File: config.mk
export PLATFORM = sky130hd
export DESIGN_NAME = lru_key_value_cache
export DESIGN_NICKNAME = d
export VERILOG_FILES = /design/src/hw/rtl/lkv_pkg.sv /design/src/hw/rtl/lkv_store.sv /design/src/hw/rtl/lkv_ctrl.sv /design/src/hw/rtl/lru_key_value_cache.sv
export SDC_FILE = /design/constraint.sdc
export NUM_CORES = 2
export LEC_CHECK = 0
export BUFFER_PORTS_ARGS = -buffer_cell sky130_fd_sc_hd__buf_2
export CAP_MARGIN = 10
export CORE_MARGIN = 4
export CORE_UTILIZATION = 60
export CTS_CLUSTER_DIAMETER = 200
export DETAILED_ROUTE_END_ITERATION = 6
export GPL_TIMING_DRIVEN = 0
export PLACE_DENSITY = 0.85
export SLEW_MARGIN = 15
export SYNTH_ARGS = -nofsm -noshare
export SYNTH_HDL_FRONTEND = slang
export SYNTH_SLANG_ARGS = --single-unit
export TNS_END_PERCENT = 100
File: constraint.sdc
create_clock -name aclk -period 15.39 [get_ports aclk]
set_input_delay 1.539 -clock aclk [delete_from_list [all_inputs] [get_ports aclk]]
set_output_delay 1.539 -clock aclk [all_outputs]
set_load 0.03 [all_outputs]
File: src/hw/rtl/lkv_pkg.sv
`default_nettype none
package lkv_pkg;

    localparam int ENTRIES = 16;
    localparam int IDX_W   = (ENTRIES > 1) ? $clog2(ENTRIES) : 1;
    localparam int CNT_W   = $clog2(ENTRIES + 1);
    localparam int CAP_W   = 5;
    localparam int DATA_W  = 32;
    localparam int EC_W    = (CNT_W > CAP_W) ? CNT_W : CAP_W;

    localparam logic [CAP_W-1:0]  CAPACITY_RESET = CAP_W'(16);
    localparam logic              MODE_GET       = 1'b0;
    localparam logic              MODE_SET       = 1'b1;
    localparam logic [DATA_W-1:0] MISS_VALUE     = {DATA_W{1'b1}};
    localparam logic [DATA_W-1:0] SET_VALUE      = '0;

    typedef struct packed {
        logic                     mode;
        logic signed [DATA_W-1:0] key;
        logic signed [DATA_W-1:0] value;
    } in_item_t;

    typedef struct packed {
        logic                     hit;
        logic signed [DATA_W-1:0] read_value;
        logic                     evicted;
    } out_item_t;

    typedef struct packed {
        logic [IDX_W-1:0]  rd_addr;
        logic              wr_en;
        logic [IDX_W-1:0]  wr_addr;
        logic [DATA_W-1:0] wr_key;
        logic [DATA_W-1:0] wr_value;
    } mem_req_t;

    typedef struct packed {
        logic [DATA_W-1:0] key;
        logic [DATA_W-1:0] value;
    } mem_rsp_t;

    typedef enum logic [1:0] {
        ST_IDLE,
        ST_SCAN,
        ST_LAST,
        ST_UPDATE
    } state_t;

endpackage
`default_nettype wire

File: src/hw/rtl/lkv_store.sv
`default_nettype none
module lkv_store (
    input  wire logic          aclk,
    input  wire lkv_pkg::mem_req_t req,
    output lkv_pkg::mem_rsp_t  rsp
);

    logic [lkv_pkg::DATA_W-1:0] key_mem   [lkv_pkg::ENTRIES];
    logic [lkv_pkg::DATA_W-1:0] value_mem [lkv_pkg::ENTRIES];

    always_ff @(posedge aclk) begin
        if (req.wr_en) begin
            key_mem[req.wr_addr]   <= req.wr_key;
            value_mem[req.wr_addr] <= req.wr_value;
        end
        rsp.key   <= key_mem[req.rd_addr];
        rsp.value <= value_mem[req.rd_addr];
    end

endmodule
`default_nettype wire

File: src/hw/rtl/lkv_ctrl.sv
`default_nettype none
module lkv_ctrl (
    input  wire logic                          aclk,
    input  wire logic                          aresetn,
    input  wire logic [lkv_pkg::CAP_W-1:0]     capacity,
    input  wire logic                          s_valid,
    output logic                               s_ready,
    input  wire lkv_pkg::in_item_t             s_item,
    output logic                               m_valid,
    input  wire logic                          m_ready,
    output lkv_pkg::out_item_t                 m_item,
    output lkv_pkg::mem_req_t                  mem_req,
    input  wire lkv_pkg::mem_rsp_t             mem_rsp
);

    localparam int IW = lkv_pkg::IDX_W;
    localparam int CW = lkv_pkg::CNT_W;

    lkv_pkg::state_t state_reg, state_next;

    logic [IW-1:0]     idx_reg, idx_next;
    logic              cmp_valid_reg, cmp_valid_next;
    logic [IW-1:0]     cmp_idx_reg, cmp_idx_next;
    lkv_pkg::in_item_t req_reg, req_next;

    logic                       found_reg, found_next;
    logic [IW-1:0]              hit_idx_reg, hit_idx_next;
    logic [IW-1:0]              hit_rank_reg, hit_rank_next;
    logic [lkv_pkg::DATA_W-1:0] hit_val_reg, hit_val_next;
    logic                       old_found_reg, old_found_next;
    logic [IW-1:0]              old_idx_reg, old_idx_next;
    logic [IW-1:0]              old_rank_reg, old_rank_next;
    logic                       free_found_reg, free_found_next;
    logic [IW-1:0]              free_idx_reg, free_idx_next;

    logic [lkv_pkg::ENTRIES-1:0] valid_reg, valid_next;
    logic [IW-1:0]               rank_reg [lkv_pkg::ENTRIES];
    logic [IW-1:0]               rank_next [lkv_pkg::ENTRIES];
    logic [CW-1:0]               used_reg, used_next;

    logic               m_valid_reg, m_valid_next;
    lkv_pkg::out_item_t m_item_reg, m_item_next;

    logic                      accept;
    logic                      out_free;
    logic                      do_update;
    logic                      key_match;
    logic                      cur_valid;
    logic [IW-1:0]             cur_rank;
    logic [lkv_pkg::EC_W-1:0]  eff_cap;
    logic                      full;
    logic                      ins_ok;
    logic                      ins_evict;
    logic [IW-1:0]             ins_slot;

    assign accept    = s_valid && s_ready;
    assign out_free  = !m_valid_reg || m_ready;
    assign do_update = (state_reg == lkv_pkg::ST_UPDATE) && out_free;
    assign m_valid   = m_valid_reg;
    assign m_item    = m_item_reg;

    // shared compare unit: one table entry per cycle
    assign cur_valid = valid_reg[cmp_idx_reg];
    assign cur_rank  = rank_reg[cmp_idx_reg];
    assign key_match = mem_rsp.key == req_reg.key;

    always_comb begin
        if (capacity == '0) begin
            eff_cap = lkv_pkg::EC_W'(1);
        end else if (lkv_pkg::EC_W'(capacity) > lkv_pkg::EC_W'(lkv_pkg::ENTRIES)) begin
            eff_cap = lkv_pkg::EC_W'(lkv_pkg::ENTRIES);
        end else begin
            eff_cap = lkv_pkg::EC_W'(capacity);
        end
    end

    assign full = lkv_pkg::EC_W'(used_reg) >= eff_cap;

    // insert slot choice for a set that misses
    always_comb begin
        if (full && old_found_reg) begin
            ins_slot  = old_idx_reg;
            ins_evict = 1'b1;
            ins_ok    = 1'b1;
        end else begin
            ins_slot  = free_idx_reg;
            ins_evict = 1'b0;
            ins_ok    = free_found_reg;
        end
    end

    // next state
    always_comb begin
        state_next = state_reg;
        unique case (state_reg)
            lkv_pkg::ST_IDLE: begin
                if (s_valid) state_next = lkv_pkg::ST_SCAN;
            end
            lkv_pkg::ST_SCAN: begin
                if (idx_reg == IW'(lkv_pkg::ENTRIES - 1)) state_next = lkv_pkg::ST_LAST;
            end
            lkv_pkg::ST_LAST: begin
                state_next = lkv_pkg::ST_UPDATE;
            end
            lkv_pkg::ST_UPDATE: begin
                if (out_free) state_next = lkv_pkg::ST_IDLE;
            end
            default: state_next = lkv_pkg::ST_IDLE;
        endcase
    end

    // control outputs
    always_comb begin
        s_ready          = 1'b0;
        mem_req.rd_addr  = idx_reg;
        mem_req.wr_en    = 1'b0;
        mem_req.wr_addr  = hit_idx_reg;
        mem_req.wr_key   = req_reg.key;
        mem_req.wr_value = req_reg.value;
        unique case (state_reg) inside
            lkv_pkg::ST_IDLE: s_ready = 1'b1;
            lkv_pkg::ST_SCAN, lkv_pkg::ST_LAST: ;
            lkv_pkg::ST_UPDATE: begin
                if (out_free && req_reg.mode == lkv_pkg::MODE_SET) begin
                    if (found_reg) begin
                        mem_req.wr_en = 1'b1;
                    end else if (ins_ok) begin
                        mem_req.wr_en   = 1'b1;
                        mem_req.wr_addr = ins_slot;
                    end
                end
            end
            default: s_ready = 1'b0;
        endcase
    end

    // datapath
    always_comb begin
        idx_next        = idx_reg;
        cmp_valid_next  = state_reg == lkv_pkg::ST_SCAN;
        cmp_idx_next    = idx_reg;
        req_next        = req_reg;
        found_next      = found_reg;
        hit_idx_next    = hit_idx_reg;
        hit_rank_next   = hit_rank_reg;
        hit_val_next    = hit_val_reg;
        old_found_next  = old_found_reg;
        old_idx_next    = old_idx_reg;
        old_rank_next   = old_rank_reg;
        free_found_next = free_found_reg;
        free_idx_next   = free_idx_reg;
        valid_next      = valid_reg;
        rank_next       = rank_reg;
        used_next       = used_reg;
        m_valid_next    = m_valid_reg && !m_ready;
        m_item_next     = m_item_reg;

        if (accept) begin
            req_next        = s_item;
            idx_next        = '0;
            found_next      = 1'b0;
            old_found_next  = 1'b0;
            free_found_next = 1'b0;
        end

        if (state_reg == lkv_pkg::ST_SCAN) idx_next = idx_reg + IW'(1);

        if (cmp_valid_reg) begin
            if (cur_valid && !found_reg && key_match) begin
                found_next    = 1'b1;
                hit_idx_next  = cmp_idx_reg;
                hit_rank_next = cur_rank;
                hit_val_next  = mem_rsp.value;
            end
            if (cur_valid && (!old_found_reg || cur_rank > old_rank_reg)) begin
                old_found_next = 1'b1;
                old_idx_next   = cmp_idx_reg;
                old_rank_next  = cur_rank;
            end
            if (!cur_valid && !free_found_reg) begin
                free_found_next = 1'b1;
                free_idx_next   = cmp_idx_reg;
            end
        end

        if (do_update) begin
            m_valid_next       = 1'b1;
            m_item_next.hit    = found_reg;
            m_item_next.evicted = 1'b0;
            if (req_reg.mode == lkv_pkg::MODE_GET) begin
                m_item_next.read_value = found_reg ? hit_val_reg : lkv_pkg::MISS_VALUE;
            end else begin
                m_item_next.read_value = lkv_pkg::SET_VALUE;
            end

            if (found_reg) begin
                // move to front: entries more recent than the hit age by one
                for (int i = 0; i < lkv_pkg::ENTRIES; i++) begin
                    if (valid_reg[i] && rank_reg[i] < hit_rank_reg) begin
                        rank_next[i] = rank_reg[i] + IW'(1);
                    end
                end
                rank_next[hit_idx_reg] = '0;
            end else if (req_reg.mode == lkv_pkg::MODE_SET && ins_ok) begin
                for (int i = 0; i < lkv_pkg::ENTRIES; i++) begin
                    if (valid_reg[i] && !(ins_evict && IW'(i) == ins_slot)) begin
                        rank_next[i] = rank_reg[i] + IW'(1);
                    end
                end
                rank_next[ins_slot]  = '0;
                valid_next[ins_slot] = 1'b1;
                m_item_next.evicted  = ins_evict;
                if (!ins_evict) used_next = used_reg + CW'(1);
            end
        end
    end

    always_ff @(posedge aclk) begin
        if (!aresetn) begin
            state_reg     <= lkv_pkg::ST_IDLE;
            cmp_valid_reg <= 1'b0;
            valid_reg     <= '0;
            used_reg      <= '0;
            m_valid_reg   <= 1'b0;
            for (int i = 0; i < lkv_pkg::ENTRIES; i++) rank_reg[i] <= '0;
        end else begin
            state_reg     <= state_next;
            cmp_valid_reg <= cmp_valid_next;
            valid_reg     <= valid_next;
            used_reg      <= used_next;
            m_valid_reg   <= m_valid_next;
            rank_reg      <= rank_next;
        end
    end

    always_ff @(posedge aclk) begin
        idx_reg        <= idx_next;
        cmp_idx_reg    <= cmp_idx_next;
        req_reg        <= req_next;
        found_reg      <= found_next;
        hit_idx_reg    <= hit_idx_next;
        hit_rank_reg   <= hit_rank_next;
        hit_val_reg    <= hit_val_next;
        old_found_reg  <= old_found_next;
        old_idx_reg    <= old_idx_next;
        old_rank_reg   <= old_rank_next;
        free_found_reg <= free_found_next;
        free_idx_reg   <= free_idx_next;
        m_item_reg     <= m_item_next;
    end

    a_used_matches_valid: assert property (@(posedge aclk) disable iff (!aresetn)
        32'(used_reg) == 32'($countones(valid_reg)))
        else $error("used count does not match valid bits");

    a_accept_starts_scan: assert property (@(posedge aclk) disable iff (!aresetn)
        accept |=> state_reg == lkv_pkg::ST_SCAN && idx_reg == '0)
        else $error("accepted word did not start a scan");

    a_update_loads_result: assert property (@(posedge aclk) disable iff (!aresetn)
        do_update |=> m_valid_reg && state_reg == lkv_pkg::ST_IDLE)
        else $error("update did not load a result");

    a_evict_only_on_set_miss: assert property (@(posedge aclk) disable iff (!aresetn)
        do_update && m_item_next.evicted |-> req_reg.mode == lkv_pkg::MODE_SET && !found_reg
            && used_reg != '0)
        else $error("eviction outside a set miss");

endmodule
`default_nettype wire

File: src/hw/rtl/lru_key_value_cache.sv
`default_nettype none
// Fully associative 16-entry key/value cache with LRU replacement. Each input
// word is a get or a set; exactly one result word comes back per input, in
// order. A lookup scans the table one entry per cycle through the registered
// read port of the key/value memory; the result is loaded into the output
// register once that register is free, and a new word is taken only after
// that. The input side takes a new word while the previous result waits on
// the output register. The capacity register (1..16, 0 acts as 1) may be
// written only while idle; lowering it does not flush entries already held.
module lru_key_value_cache (
    input  wire logic                       aclk,
    input  wire logic                       aresetn,
    input  wire logic                       cfg_we,
    input  wire logic [lkv_pkg::CAP_W-1:0]  cfg_wdata,
    input  wire logic                       s_valid,
    output logic                            s_ready,
    input  wire lkv_pkg::in_item_t          s_item,
    output logic                            m_valid,
    input  wire logic                       m_ready,
    output lkv_pkg::out_item_t              m_item
);

    logic [lkv_pkg::CAP_W-1:0] capacity_reg, capacity_next;
    lkv_pkg::mem_req_t         mem_req;
    lkv_pkg::mem_rsp_t         mem_rsp;

    assign capacity_next = cfg_we ? cfg_wdata : capacity_reg;

    always_ff @(posedge aclk) begin
        if (!aresetn) begin
            capacity_reg <= lkv_pkg::CAPACITY_RESET;
        end else begin
            capacity_reg <= capacity_next;
        end
    end

    lkv_store u_store (
        .aclk (aclk),
        .req  (mem_req),
        .rsp  (mem_rsp)
    );

    lkv_ctrl u_ctrl (
        .aclk     (aclk),
        .aresetn  (aresetn),
        .capacity (capacity_reg),
        .s_valid  (s_valid),
        .s_ready  (s_ready),
        .s_item   (s_item),
        .m_valid  (m_valid),
        .m_ready  (m_ready),
        .m_item   (m_item),
        .mem_req  (mem_req),
        .mem_rsp  (mem_rsp)
    );

endmodule
`default_nettype wire
==> flow_summary.ini <==
[run_status]
status = complete, no violations

[finish]
syn_to_final_growth_pct = 14.5
instances_no_fill = 4472
drive_gt1_share_pct = 25.2
reg_top3 = u_store.key_mem (512), u_store.value_mem (512)
finalNetCount = 3350

[route]
drt-wirelength-per-cell_um = 39.4
ant_nets = 0
drt-total-wl_um = 176000
vias_per_cell = 7.52
drcViolationCount = 0
first_pass_iters = 6
dr.first_iter.drc_count = 6084
dr_total_vias = 33700

[yosys]
synth-edff-count = 1179
yosysTopAreaCellShare_pct = 65.3
ys_warn_count = 0
synthFlopType = edfxtp_1
yosysTopAreaCell = edfxtp_1
async_flop_share_pct = 0
synth-seq-cells = 1344
avgSynthCellArea_um2 = 18.7
ys_seq_area_share_pct = 71.4
synth.cell_area_um2 = 54200
syn-num-nets = 3045
post_synth_inst_count = 2891
synthTopCellsByArea = edfxtp_1, mux4_2, dfxtp_1, ha_1, a21oi_1
ys_types = 74

[critical_path]
path_delay_family = buffers and inverters
max_stage_delay_ps = 850
critPathLaunchType = input port
cp_num_buf_inv = 6
path_class = input port to flip-flop
r2r-end = u_ctrl.hit_val_reg[8]$_DFFE_PP_
startpoint = m_ready
critPathCapture = u_store.value_mem[0][20]$_DFFE_PP_
ff2ff_path_depth = 11
crit_cells = 12
timing.rr.start = u_ctrl.found_reg$_DFF_P_
arrival_ps = 5550
r2r_slack_ps = 10450
worst_setup_path_end_kind = flip-flop
worstPathRequired_ps = 15890
crit_top_cell = buf_16
cp_max_fo = 14
path_cells = buf_2 -> nand2b_1 -> nand3_1 -> nor2_1 -> clkbuf_1 -> a21oi_1 -> a21oi_1 -> nor2_4 -> buf_16 -> buf_16 -> buf_16 -> buf_16
cp_slowest_cell = a21oi_1

[clocking]
postCtsSetupBuffers = 0
cts_resized = 0
numCtsBuffers = 131
clock_latency_ps = 780
clk_pin_slew_ps = 60
root_buffer = clkbuf_16
cts.sinks = 1344
cts_hold_buf = 0
cts_tree = done
cts.path.max_buffers = 3
cts_htree_levels = 4

[sta]
slew_headroom_pct = 15.0
hold_viol = 0
period_minus_slack_ps = 5050
rsz0062_at_grt = no
finalCritPeriodShare_pct = 32.8
tns_ps = 0
finClkSkew_ps = 46.1
fmax_mhz = 198
setup_viol = 0
worst_pin_slew_ps = 1270
timing.final.max_slew_violations = 0

[floorplanning]
die_h_um = 309
rows = 109
ios = 111
start_util_pct = 60.9
coreArea_um2 = 89100
die_width_um = 309
die_area_um2 = 95200

[grt]
overflow = 0
first_global_vias = 33200
grt_max_degree = 27
antenna_found_initial = 5
grt_usage_pct = 37.5
grt_pass1_wl_um = 250000

[job]
max_cap_viol_count = 0

[placement]
placed_cells = 4227
hpwlAfterDp_um = 97800
numPortBuffers = 109
place.gp.congestion = 0.928

[power_and_ir_drop]
power_frac_seq_pct = 45.3
share_comb_of_total_power_pct = 21.5
switchingPower_mw = 3.05
p_per_area_nw_per_um2 = 164
internal-power_mw = 7.12
ir_drop_mv = 0.209
power.share.clock_pct = 33.2
switching_share_pct = 30.0
p_leak_nw = 20.1

[hold_path]
min_path_type = flip-flop to flip-flop
-- cells in the mapped netlist (14+ instances only) --
library cell,number
a21oi_1,90
buf_2,46
clkbuf_1,94
dfxtp_1,165
edfxtp_1,1179
ha_1,79
inv_1,54
mux2i_1,42
mux4_2,345
nand2_1,74
nand2b_1,41
nand3_1,51
nand4_1,23
nor2_1,108
nor3_1,42
o211ai_1,29
o21a_1,19
o21ai_0,77
o221ai_1,16
o31a_1,18
o32a_1,20
or2_2,14
xnor2_1,25
xor2_1,27
-- routing by layer --
layer / global-route usage (%) / wire length [um] / vias up / part of all wire (%)
met1: 48.4 / 57000 / 16800 / 32
met5: 0 / 25 / - / 0.014
met3: 7.48 / 21600 / 775 / 12
met2: 60.2 / 84900 / 3527 / 48
met4: 22.1 / 12700 / 4 / 7.2
li1: - / - / 12500 / -
-- stage by stage --
| stage | setup WS (ps) | instance area, um2 | util [%] | hold WS [ps] | total power [mW] |
|---|---|---|---|---|---|
| final | 10340 | 62100 | 69.7 | 404 | 10.2 |
| after CTS | 10270 | 62000 | 69.7 | 403 | 10.1 |
| after detailed placement | 9770 | 57700 | 64.8 | 374 | 6.69 |
| after floorplan | 9650 | 54200 | - | 346 | 5.95 |
| after global routing | 10320 | 62100 | 69.7 | 416 | 10.4 |
| after global placement | 5220 | 56200 | 63.1 | 359 | 6.54 |
-- power by group through the flow --
stage	Clock [mW]	Combinational, mW	Sequential [mW]
2_1_floorplan	0	1.40	4.56
3_5_place_dp	0	2.05	4.64
3_3_place_gp	0	1.94	4.60
5_1_grt	3.53	2.24	4.62
4_1_cts	3.37	2.16	4.59
6_report	3.37	2.19	4.61
-- cells by family after synthesis --
logic type                 count (synthesis)  synth area share [%]
AOI/OAI and AO/OA                        400                  5.27
xor gates and xnor gates                  52                 0.840
adders and majority gates                 79                  1.82
buffers and inverters                    206                  1.56
DFF                                     1344                  71.4
muxes                                    393                  15.2
and+or+nand+nor                          417                  3.85
-- layout by cell type (no fill, tap or decap), types with 12 or more instances in the layout --
cell type / synthesis / layout
o211ai_1: 29 / 29
clkbuf_1: 94 / 118
o21a_1: 19 / 19
clkinv_1: 1 / 16
or2_2: 14 / 14
clkbuf_8: 0 / 12
dfxtp_1: 165 / 165
o21ai_0: 77 / 76
mux4_2: 345 / 345
nand3_1: 51 / 51
clkbuf_16: 0 / 136
nor3_1: 42 / 41
xnor2_1: 25 / 25
ha_1: 79 / 79
mux2i_1: 42 / 42
edfxtp_1: 1179 / 1179
nand2b_1: 41 / 41
o221ai_1: 16 / 16
buf_16: 0 / 19
buf_2: 46 / 155
o32a_1: 20 / 20
a21oi_1: 90 / 89
nor2_1: 108 / 91
clkinv_2: 0 / 25
xor2_1: 27 / 27
nor2_4: 0 / 17
inv_1: 54 / 53
nand4_1: 23 / 23
nand2_1: 74 / 74
buf_12: 0 / 38
o31a_1: 18 / 18
-- layout make-up --
class,count,area (um2)
clock inverters,70,704
flip-flops and latches,1344,38700
repair buffers,172,1880
clock buffers,173,3660
inverters,55,209
diodes,1,2.50
multi-input cells,1341,14800
plain buffers,151,638
fillers,4882,27000
well taps,1165,1460
-- worst min-delay path by stage --
stage / slack [ps] / start / cells after the start / to
6_report: 400 / u_store.rsp[13]$_DFF_P_ / 0 / u_ctrl.hit_val_reg[13]$_DFFE_PP_
4_1_cts: 400 / u_ctrl.cmp_idx_next[2]$_SDFFCE_PN0P_ / 0 / u_ctrl.cmp_idx_reg[2]$_DFF_P_
3_3_place_gp: 360 / u_ctrl.cmp_idx_next[2]$_SDFFCE_PN0P_ / 0 / u_ctrl.cmp_idx_reg[2]$_DFF_P_
3_5_place_dp: 370 / u_ctrl.cmp_idx_next[2]$_SDFFCE_PN0P_ / 0 / u_ctrl.cmp_idx_reg[2]$_DFF_P_
2_1_floorplan: 350 / u_ctrl.cmp_idx_next[2]$_SDFFCE_PN0P_ / 0 / u_ctrl.cmp_idx_reg[2]$_DFF_P_
5_1_grt: 420 / u_ctrl.cmp_idx_next[2]$_SDFFCE_PN0P_ / 0 / u_ctrl.cmp_idx_reg[2]$_DFF_P_
No activity file was read; power rests on OpenSTA's default activity.
